[src/sv/plfe_pkg.sv]
`timescale 1ns / 1ps
// ----------------------------------------------------------------------------
// plfe_pkg
// shared types, constants and colour packing helpers of the palette fade engine
// ----------------------------------------------------------------------------
package plfe_pkg;

  localparam int Entries   = 24;
  localparam int EntryW    = $clog2(Entries);
  localparam int IndexW    = 5;
  localparam int ColourW   = 16;
  localparam int OutColW   = 15;
  localparam int LevelW    = 16;
  localparam int StepsW    = 15;
  localparam int StepShift = 7;

  localparam logic [StepsW-1:0] FadeStepsReset = 15'd128;

  localparam logic CmdLoad = 1'b0;
  localparam logic CmdTick = 1'b1;

  typedef struct packed {
    logic                 cmd;
    logic [IndexW-1:0]    entry_index;
    logic [ColourW-1:0]   current_colour;
    logic [ColourW-1:0]   target_colour;
  } in_item_t;

  typedef struct packed {
    logic [IndexW-1:0]  out_index;
    logic [OutColW-1:0] out_colour;
    logic               last;
  } out_item_t;

  typedef struct packed {
    logic [LevelW-1:0] r;
    logic [LevelW-1:0] g;
    logic [LevelW-1:0] b;
  } rgb_t;

  // controller to datapath
  typedef struct packed {
    logic              load_en;
    logic              tick_en;
    logic [EntryW-1:0] entry;
    logic              last;
  } dp_cmd_t;

  // 5-bit channel goes to bits 14..10 of the level
  function automatic rgb_t unpack_colour(input logic [ColourW-1:0] c);
    rgb_t v;
    v.r = {1'b0, c[3:0],  c[12], 10'b0};
    v.g = {1'b0, c[7:4],  c[13], 10'b0};
    v.b = {1'b0, c[11:8], c[14], 10'b0};
    return v;
  endfunction

  function automatic logic [OutColW-1:0] repack_colour(input rgb_t v);
    return {v.b[10], v.g[10], v.r[10], v.b[14:11], v.g[14:11], v.r[14:11]};
  endfunction

  // (to - from) >>> 7, low 16 bits
  function automatic logic [LevelW-1:0] step_of(input logic [LevelW-1:0] from,
                                                input logic [LevelW-1:0] to);
    logic signed [LevelW:0] d;
    logic signed [LevelW:0] s;
    d = $signed({1'b0, to}) - $signed({1'b0, from});
    s = d >>> StepShift;
    return s[LevelW-1:0];
  endfunction

endpackage

[src/sv/palette_linear_fade_engine.sv]
`timescale 1ns / 1ps
// ----------------------------------------------------------------------------
// palette_linear_fade_engine
// linear fade of a 24-entry palette toward target colours
// ----------------------------------------------------------------------------
// A load (cmd 0) stores the entry's levels and steps and
// re-arms the fade for fade_steps ticks; busy stays low. A tick (cmd 1) while
// armed sweeps the entry table one entry per cycle, with busy high all
// through, and 24 result beats follow on res_valid_o in the cycle after each
// entry, index order, last set on the final entry. A tick while not armed is
// taken and yields no beats. Beats cannot be held off, so the receiver must
// take every cycle that res_valid_o is high. The config channel is always
// ready; write it only while the block is idle.
module palette_linear_fade_engine (
  input  logic                              clk_i,
  input  logic                              rst_ni,
  input  logic                              start,
  output logic                              busy,
  input  plfe_pkg::in_item_t                item_i,
  output logic                              res_valid_o,
  output plfe_pkg::out_item_t               res_o,
  input  logic                              cfg_valid_i,
  output logic                              cfg_ready_o,
  input  logic [plfe_pkg::StepsW-1:0]       cfg_data_i
);

  plfe_pkg::dp_cmd_t dp_cmd;

  assign cfg_ready_o = 1'b1;

  plfe_ctrl u_ctrl (
    .clk_i      (clk_i),
    .rst_ni     (rst_ni),
    .start_i    (start),
    .cmd_i      (item_i.cmd),
    .cfg_we_i   (cfg_valid_i && cfg_ready_o),
    .cfg_data_i (cfg_data_i),
    .busy_o     (busy),
    .dp_cmd_o   (dp_cmd)
  );

  plfe_dp u_dp (
    .clk_i       (clk_i),
    .rst_ni      (rst_ni),
    .dp_cmd_i    (dp_cmd),
    .item_i      (item_i),
    .res_valid_o (res_valid_o),
    .res_o       (res_o)
  );

endmodule

[src/sv/plfe_ctrl.sv]
`timescale 1ns / 1ps
// ----------------------------------------------------------------------------
// plfe_ctrl
// command sequencer: fade arming, tick count and the per-entry sweep counter
// ----------------------------------------------------------------------------
module plfe_ctrl (
  input  logic                          clk_i,
  input  logic                          rst_ni,
  input  logic                          start_i,
  input  logic                          cmd_i,
  input  logic                          cfg_we_i,
  input  logic [plfe_pkg::StepsW-1:0]   cfg_data_i,
  output logic                          busy_o,
  output plfe_pkg::dp_cmd_t             dp_cmd_o
);

  localparam logic StIdle  = 1'b0;
  localparam logic StSweep = 1'b1;

  logic                          state_q, state_d;
  logic [plfe_pkg::EntryW-1:0]   cnt_q, cnt_d;
  logic [plfe_pkg::StepsW-1:0]   ticks_q, ticks_d;
  logic                          fading_q, fading_d;
  logic [plfe_pkg::StepsW-1:0]   fade_steps_q;
  logic                          accept;
  logic                          last_entry;
  logic [plfe_pkg::StepsW-1:0]   ticks_dec;

  assign accept     = start_i && (state_q == StIdle);
  assign last_entry = (cnt_q == plfe_pkg::EntryW'(plfe_pkg::Entries - 1));
  assign ticks_dec  = ticks_q - plfe_pkg::StepsW'(1);
  assign busy_o     = (state_q == StSweep);

  always_comb begin
    state_d  = state_q;
    cnt_d    = cnt_q;
    ticks_d  = ticks_q;
    fading_d = fading_q;
    unique case (state_q)
      StIdle: begin
        if (accept) begin
          if (cmd_i == plfe_pkg::CmdLoad) begin
            ticks_d  = fade_steps_q;
            fading_d = 1'b1;
          end else if (fading_q) begin
            state_d = StSweep;
            cnt_d   = '0;
          end
        end
      end
      StSweep: begin
        cnt_d = cnt_q + plfe_pkg::EntryW'(1);
        if (last_entry) begin
          state_d = StIdle;
          cnt_d   = '0;
          ticks_d = ticks_dec;
          if (ticks_dec == '0) begin
            fading_d = 1'b0;
          end
        end
      end
      default: state_d = StIdle;
    endcase
  end

  always_comb begin
    dp_cmd_o.load_en = accept && (cmd_i == plfe_pkg::CmdLoad);
    dp_cmd_o.tick_en = (state_q == StSweep);
    dp_cmd_o.entry   = cnt_q;
    dp_cmd_o.last    = last_entry;
  end

  always_ff @(posedge clk_i or negedge rst_ni) begin
    if (!rst_ni) begin
      state_q      <= StIdle;
      cnt_q        <= '0;
      ticks_q      <= '0;
      fading_q     <= 1'b0;
      fade_steps_q <= plfe_pkg::FadeStepsReset;
    end else begin
      state_q  <= state_d;
      cnt_q    <= cnt_d;
      ticks_q  <= ticks_d;
      fading_q <= fading_d;
      if (cfg_we_i) begin
        fade_steps_q <= cfg_data_i;
      end
    end
  end

endmodule

[src/sv/plfe_dp.sv]
`timescale 1ns / 1ps
// ----------------------------------------------------------------------------
// plfe_dp
// level and step tables, one entry updated per cycle, registered result beat
// ----------------------------------------------------------------------------
module plfe_dp (
  input  logic                 clk_i,
  input  logic                 rst_ni,
  input  plfe_pkg::dp_cmd_t    dp_cmd_i,
  input  plfe_pkg::in_item_t   item_i,
  output logic                 res_valid_o,
  output plfe_pkg::out_item_t  res_o
);

  plfe_pkg::rgb_t level_q [plfe_pkg::Entries];
  plfe_pkg::rgb_t step_q  [plfe_pkg::Entries];

  plfe_pkg::rgb_t cur_lvl, tgt_lvl, new_step;
  plfe_pkg::rgb_t rd_lvl, rd_step, sum_lvl;
  logic           load_hit;
  logic [plfe_pkg::EntryW-1:0] load_idx;

  logic                 res_valid_q;
  plfe_pkg::out_item_t  res_q;

  always_comb begin
    cur_lvl    = plfe_pkg::unpack_colour(item_i.current_colour);
    tgt_lvl    = plfe_pkg::unpack_colour(item_i.target_colour);
    new_step.r = plfe_pkg::step_of(cur_lvl.r, tgt_lvl.r);
    new_step.g = plfe_pkg::step_of(cur_lvl.g, tgt_lvl.g);
    new_step.b = plfe_pkg::step_of(cur_lvl.b, tgt_lvl.b);
    // out of range loads still arm, but write nothing
    load_hit   = dp_cmd_i.load_en && (32'(item_i.entry_index) < plfe_pkg::Entries);
    load_idx   = plfe_pkg::EntryW'(item_i.entry_index);
  end

  always_comb begin
    rd_lvl    = level_q[dp_cmd_i.entry];
    rd_step   = step_q[dp_cmd_i.entry];
    sum_lvl.r = rd_lvl.r + rd_step.r;
    sum_lvl.g = rd_lvl.g + rd_step.g;
    sum_lvl.b = rd_lvl.b + rd_step.b;
  end

  always_ff @(posedge clk_i or negedge rst_ni) begin
    if (!rst_ni) begin
      for (int i = 0; i < plfe_pkg::Entries; i++) begin
        level_q[i] <= '0;
        step_q[i]  <= '0;
      end
    end else begin
      if (load_hit) begin
        level_q[load_idx] <= cur_lvl;
        step_q[load_idx]  <= new_step;
      end else if (dp_cmd_i.tick_en) begin
        level_q[dp_cmd_i.entry] <= sum_lvl;
      end
    end
  end

  always_ff @(posedge clk_i or negedge rst_ni) begin
    if (!rst_ni) begin
      res_valid_q <= 1'b0;
    end else begin
      res_valid_q <= dp_cmd_i.tick_en;
    end
  end

  always_ff @(posedge clk_i) begin
    if (dp_cmd_i.tick_en) begin
      res_q.out_index  <= plfe_pkg::IndexW'(dp_cmd_i.entry);
      res_q.out_colour <= plfe_pkg::repack_colour(sum_lvl);
      res_q.last       <= dp_cmd_i.last;
    end
  end

  assign res_valid_o = res_valid_q;
  assign res_o       = res_q;

endmodule

[config.mk]
export PLATFORM = sky130hd
export DESIGN_NAME = palette_linear_fade_engine
export DESIGN_NICKNAME = d
export VERILOG_FILES = /design/src/sv/plfe_pkg.sv /design/src/sv/palette_linear_fade_engine.sv /design/src/sv/plfe_ctrl.sv /design/src/sv/plfe_dp.sv
export SDC_FILE = /design/constraint.sdc
export NUM_CORES = 2
export LEC_CHECK = 0
export BUFFER_PORTS_ARGS = -buffer_cell sky130_fd_sc_hd__buf_2
export CAP_MARGIN = 5
export CORE_MARGIN = 3
export CORE_UTILIZATION = 52
export CTS_BUF_LIST = sky130_fd_sc_hd__clkbuf_2 sky130_fd_sc_hd__clkbuf_4 sky130_fd_sc_hd__clkbuf_8
export CTS_CLUSTER_DIAMETER = 120
export DETAILED_ROUTE_END_ITERATION = 6
export PLACE_DENSITY = 0.73
export SETUP_SLACK_MARGIN = 0.05
export SLEW_MARGIN = 10
export SYNTH_ARGS = -nofsm -noshare
export SYNTH_HDL_FRONTEND = slang
export SYNTH_HIERARCHICAL = 1
export SYNTH_SLANG_ARGS = --single-unit
[constraint.sdc]
create_clock -name clk_i -period 5.8 [get_ports clk_i]
set_clock_uncertainty 0.05 [all_clocks]
set_input_delay 1.74 -clock clk_i [delete_from_list [all_inputs] [get_ports clk_i]]
set_output_delay 1.74 -clock clk_i [all_outputs]
set_load 0.02 [all_outputs]
==> summary.md <==
| Metric | Value |
|---|---|
| Crit path cell chain | buf_12 -> mux4_2 -> a22oi_1 -> nand3_1 -> ha_1 -> a211o_1 -> or3_1 -> a221oi_1 -> a21oi_1 -> xnor2_2 -> buf_4 -> inv_1 |
| Placement-stage cell area | 0.0661 mm2 |
| Net Sw Frac | 0.399 |
| Final core utilization | 0.591 |
| PortBufs | 77 |
| Mean Syn Cell Area | 11.2 um2 |
| Total power | 37.4 mW |
| Max Clock Freq | around 190 MHz |
| Via count | slightly above 50,000 |
| Final worst slack | 0.398 ns |
| Combinational Power Share | 0.400 |
| Status | complete, but fails checks |
| Largest net degree at the start of global routing | around 160 |
| Final net count | roughly 5,700 |
| Internal power | between 20 and 25 mW |
| CTS sink cnt | about 1,400 |
| Num ports | 81 |
| Slew headroom | 0.182 |
| Worst-path fanout max | 48 |
| Max incr delay on CP | 0.69 ns |
| Synthesized flop and latch total | ~1,400 |
| P&R area growth vs syn | 12.5% |
| Resize count post-CTS | 0 |
| Placeable Area | ~0.12 mm2 |
| Initial antenna violation count | 16 |
| GPL Wtd Cong | about 0.98 |
| Async set-or-reset flop fraction in the synthesized netlist | 0.985 |
| Part of the power in registers | 0.363 |
| Max Cap Viol | 0 |
| Total Routing Usage GR | 0.339 |
| CTS Buffer Depth | 3 |
| Fin crit period | roughly 5.4 ns |
| TritonCTS buffer count | 210 |
| Worst hold path class | reg -> reg |
| Worst slew pin tran | between 1 and 1.5 ns |
| CTS HTree Levels | 4 |
| Post-CTS setup buffers | 0 |
| Psw | 14.9 mW |
| Die area | around 0.13 mm2 |
| Period utilisation layout | 0.931 |
| RSZ-0062 raised after global routing | no |
| Drt first pass iters | 7 |
| Leakage dissipation | about 31 nW |
| CP endpoint kind | flip-flop |
| Post-route cell area | around 0.071 mm2 |
| Post-synth EDFFs | 21 |
| Placed insts | between 7,000 and 8,000 |
| Routed len/inst | around 29 um |
| CTS root buf | clkbuf_8 |
| Via/cell ratio | 6.84 |
| CTS Hold Bufs | 0 |
| CTS tree | yes |
| Starting Density | 0.525 |
| Mapped Nets | roughly 5,700 |
| DRC | 2 |
| Failing checks | design-rule violations |
| Iter 0 DRT Violations | approximately 6,800 |
| DRT antenna net count | 0 |
| Slowest cell on the critical path | dfrtp_4 |
| Crit path kind | reg -> reg |
| Yosys cell types | 76 |
| Hold WS | 0.425 ns |
| First-pass GRT wire length | approximately 320 mm |
| Final cell count without fillers | roughly 7,400 |
| Startpoint Class | flip-flop |
| Cell count after synthesis | ~5,600 |
| Fin. max-slew vios | 0 |
| Post-Syn Area | 0.0630 mm2 |
| HPWL Detailed | approximately 130 mm |
| Floorplan row count | ~130 |
| Die width | about 350 um |
| WP data required | 6.41 ns |
| Chip Height | roughly 350 um |
| Clock power frac | 0.237 |
| Remaining global-route overflow | 0 |
| Vias in the first global route | a little over 50,000 |
| Setup WS pre-CTS | around 0.56 ns |
| Synth Flop Type | dfrtp_1 |
| Final wirelength | 213 mm |
| Clock Pin Slew Worst Setup and Hold Paths | about 0.06 ns |
| Seq/Total Area, Yosys | 0.540 |
| CP Data Arrival Time | 6.01 ns |
| Yosys warns | 6 |
| Total Neg Setup Slack | 0 ns |
| Endpoints failing setup | 0 |
| VDD IR-drop max | approximately 0.00042 V |
| Later-pin clock latency in the skew report | slightly below 1 ns |
| Share of layout cells above drive strength 1 | 0.199 |
| Total power density per cell area | between 500 and 600 mW/mm2 |
| Final hold viol count | 0 |
[cell usage after synthesis (19+ instances only)]
cell type | number | area (um2)
o21ai_1 | 26 | 130
edfxtp_1 | 21 | 631
a221oi_1 | 26 | 228
mux2i_1 | 66 | 661
buf_2 | 71 | 355
buf_1 | 27 | 101
o31ai_1 | 46 | 345
a22o_1 | 362 | 3170
o221ai_1 | 121 | 1060
a22oi_1 | 291 | 2180
nor2_1 | 194 | 728
clkbuf_1 | 441 | 1660
xor2_1 | 19 | 166
nand3_1 | 60 | 300
o22ai_1 | 76 | 475
xnor2_1 | 19 | 166
ha_1 | 51 | 638
a21oi_1 | 200 | 1000
dfrtp_1 | 1333 | 33400
nand2_1 | 875 | 3280
mux4_2 | 293 | 6600
inv_1 | 52 | 195
o21ai_0 | 713 | 3570
[cell families (layout without fill, tap and decap cells)]
group / Yosys count / after routing / share of synthesized area
compound gates: 1927 / 1927 / 0.202
fa+ha+maj: 57 / 57 / 0.0120
flops: 1355 / 1355 / 0.540
mux: 377 / 377 / 0.119
buf+inv: 607 / 780 / 0.0391
simple gates: 1256 / 1256 / 0.0823
xor+xnor: 41 / 41 / 0.00606
other cells: 1 / 12 / 0.0000596
[power by group through the flow]
stage | sequential, mW | combinational [mW] | clock [mW]
6_report | 13.6 | 14.9 | 8.85
3_5_place_dp | 13.6 | 14.4 | 0
3_3_place_gp | 13.5 | 14.1 | 0
5_1_grt | 13.8 | 15.7 | 9.36
2_1_floorplan | 13.1 | 9.40 | 0
4_1_cts | 13.5 | 14.5 | 8.93
[path summary, 6_finish.rpt]
kind                                   startpoint  depth (start not counted)  slack (ns)           endpoint
worst min-delay path            u_dp/level_q[421]                          2        0.42  u_dp/level_q[421]
min in group asynchronous                  rst_ni                          1        0.74  u_dp/level_q[872]
worst min register to register  u_dp/level_q[421]                          2        0.42  u_dp/level_q[421]
max in group asynchronous                  rst_ni                          2        3.53   u_dp/step_q[965]
worst max-delay path              u_ctrl/cnt_q[0]                         12        0.40      u_dp/res_o[4]
worst max register to register    u_ctrl/cnt_q[0]                         12        0.40      u_dp/res_o[4]
[critical path: cells and delay by family (launching register included)]
kind / cells / cell delay [ns]
flip-flops: 1 / 0.69
adder cells (fa/ha/maj): 1 / 0.51
AO/OA/AOI/OAI: 4 / 1.45
XOR/XNOR: 1 / 0.15
AND/OR/NAND/NOR: 2 / 0.74
multiplexers: 1 / 0.55
buffers and inverters: 3 / 0.86
[final cells by class]
class,instances,area (um2)
clock buffers,341,4290
multi-input cells,3659,27100
flip-flops and latches,1355,34000
diodes,11,27.5
inverters,52,195
well taps,1612,2020
repair buffers,344,2830
fillers,9572,49100
clock inverters,43,418
[metal layers]
| layer | wire length (um) | GRT usage |
|---|---|---|
| met5 | 78 | 0 |
| met4 | 16700 | 0.227 |
| met3 | 29100 | 0.126 |
| met2 | 90600 | 0.480 |
| met1 | 76900 | 0.435 |
[registers in the layout (all words and copies together), names as in the netlist]
name / count
u_ctrl/ticks_q: 15
u_ctrl/cnt_q: 5
u_ctrl/fade_steps_q: 15
u_ctrl/fading_q: 1
u_dp/res_valid_o: 1
u_dp/level_q: 864
u_dp/res_o: 21
u_dp/step_q: 432
u_ctrl/busy_o: 1
[layout by cell type (no fill, tap or decap), types with 52 or more instances in the layout]
cell type,count
a21oi_1,199
clkbuf_4,65
o221ai_1,121
nand2_1,851
mux2i_1,65
dfrtp_1,1330
o22ai_1,76
mux4_2,293
buf_4,233
a22o_1,362
buf_2,76
nor2_1,186
clkbuf_8,276
nand3_1,60
o21ai_0,713
a22oi_1,291
inv_1,52
No activity file was read; power rests on OpenSTA's default activity.
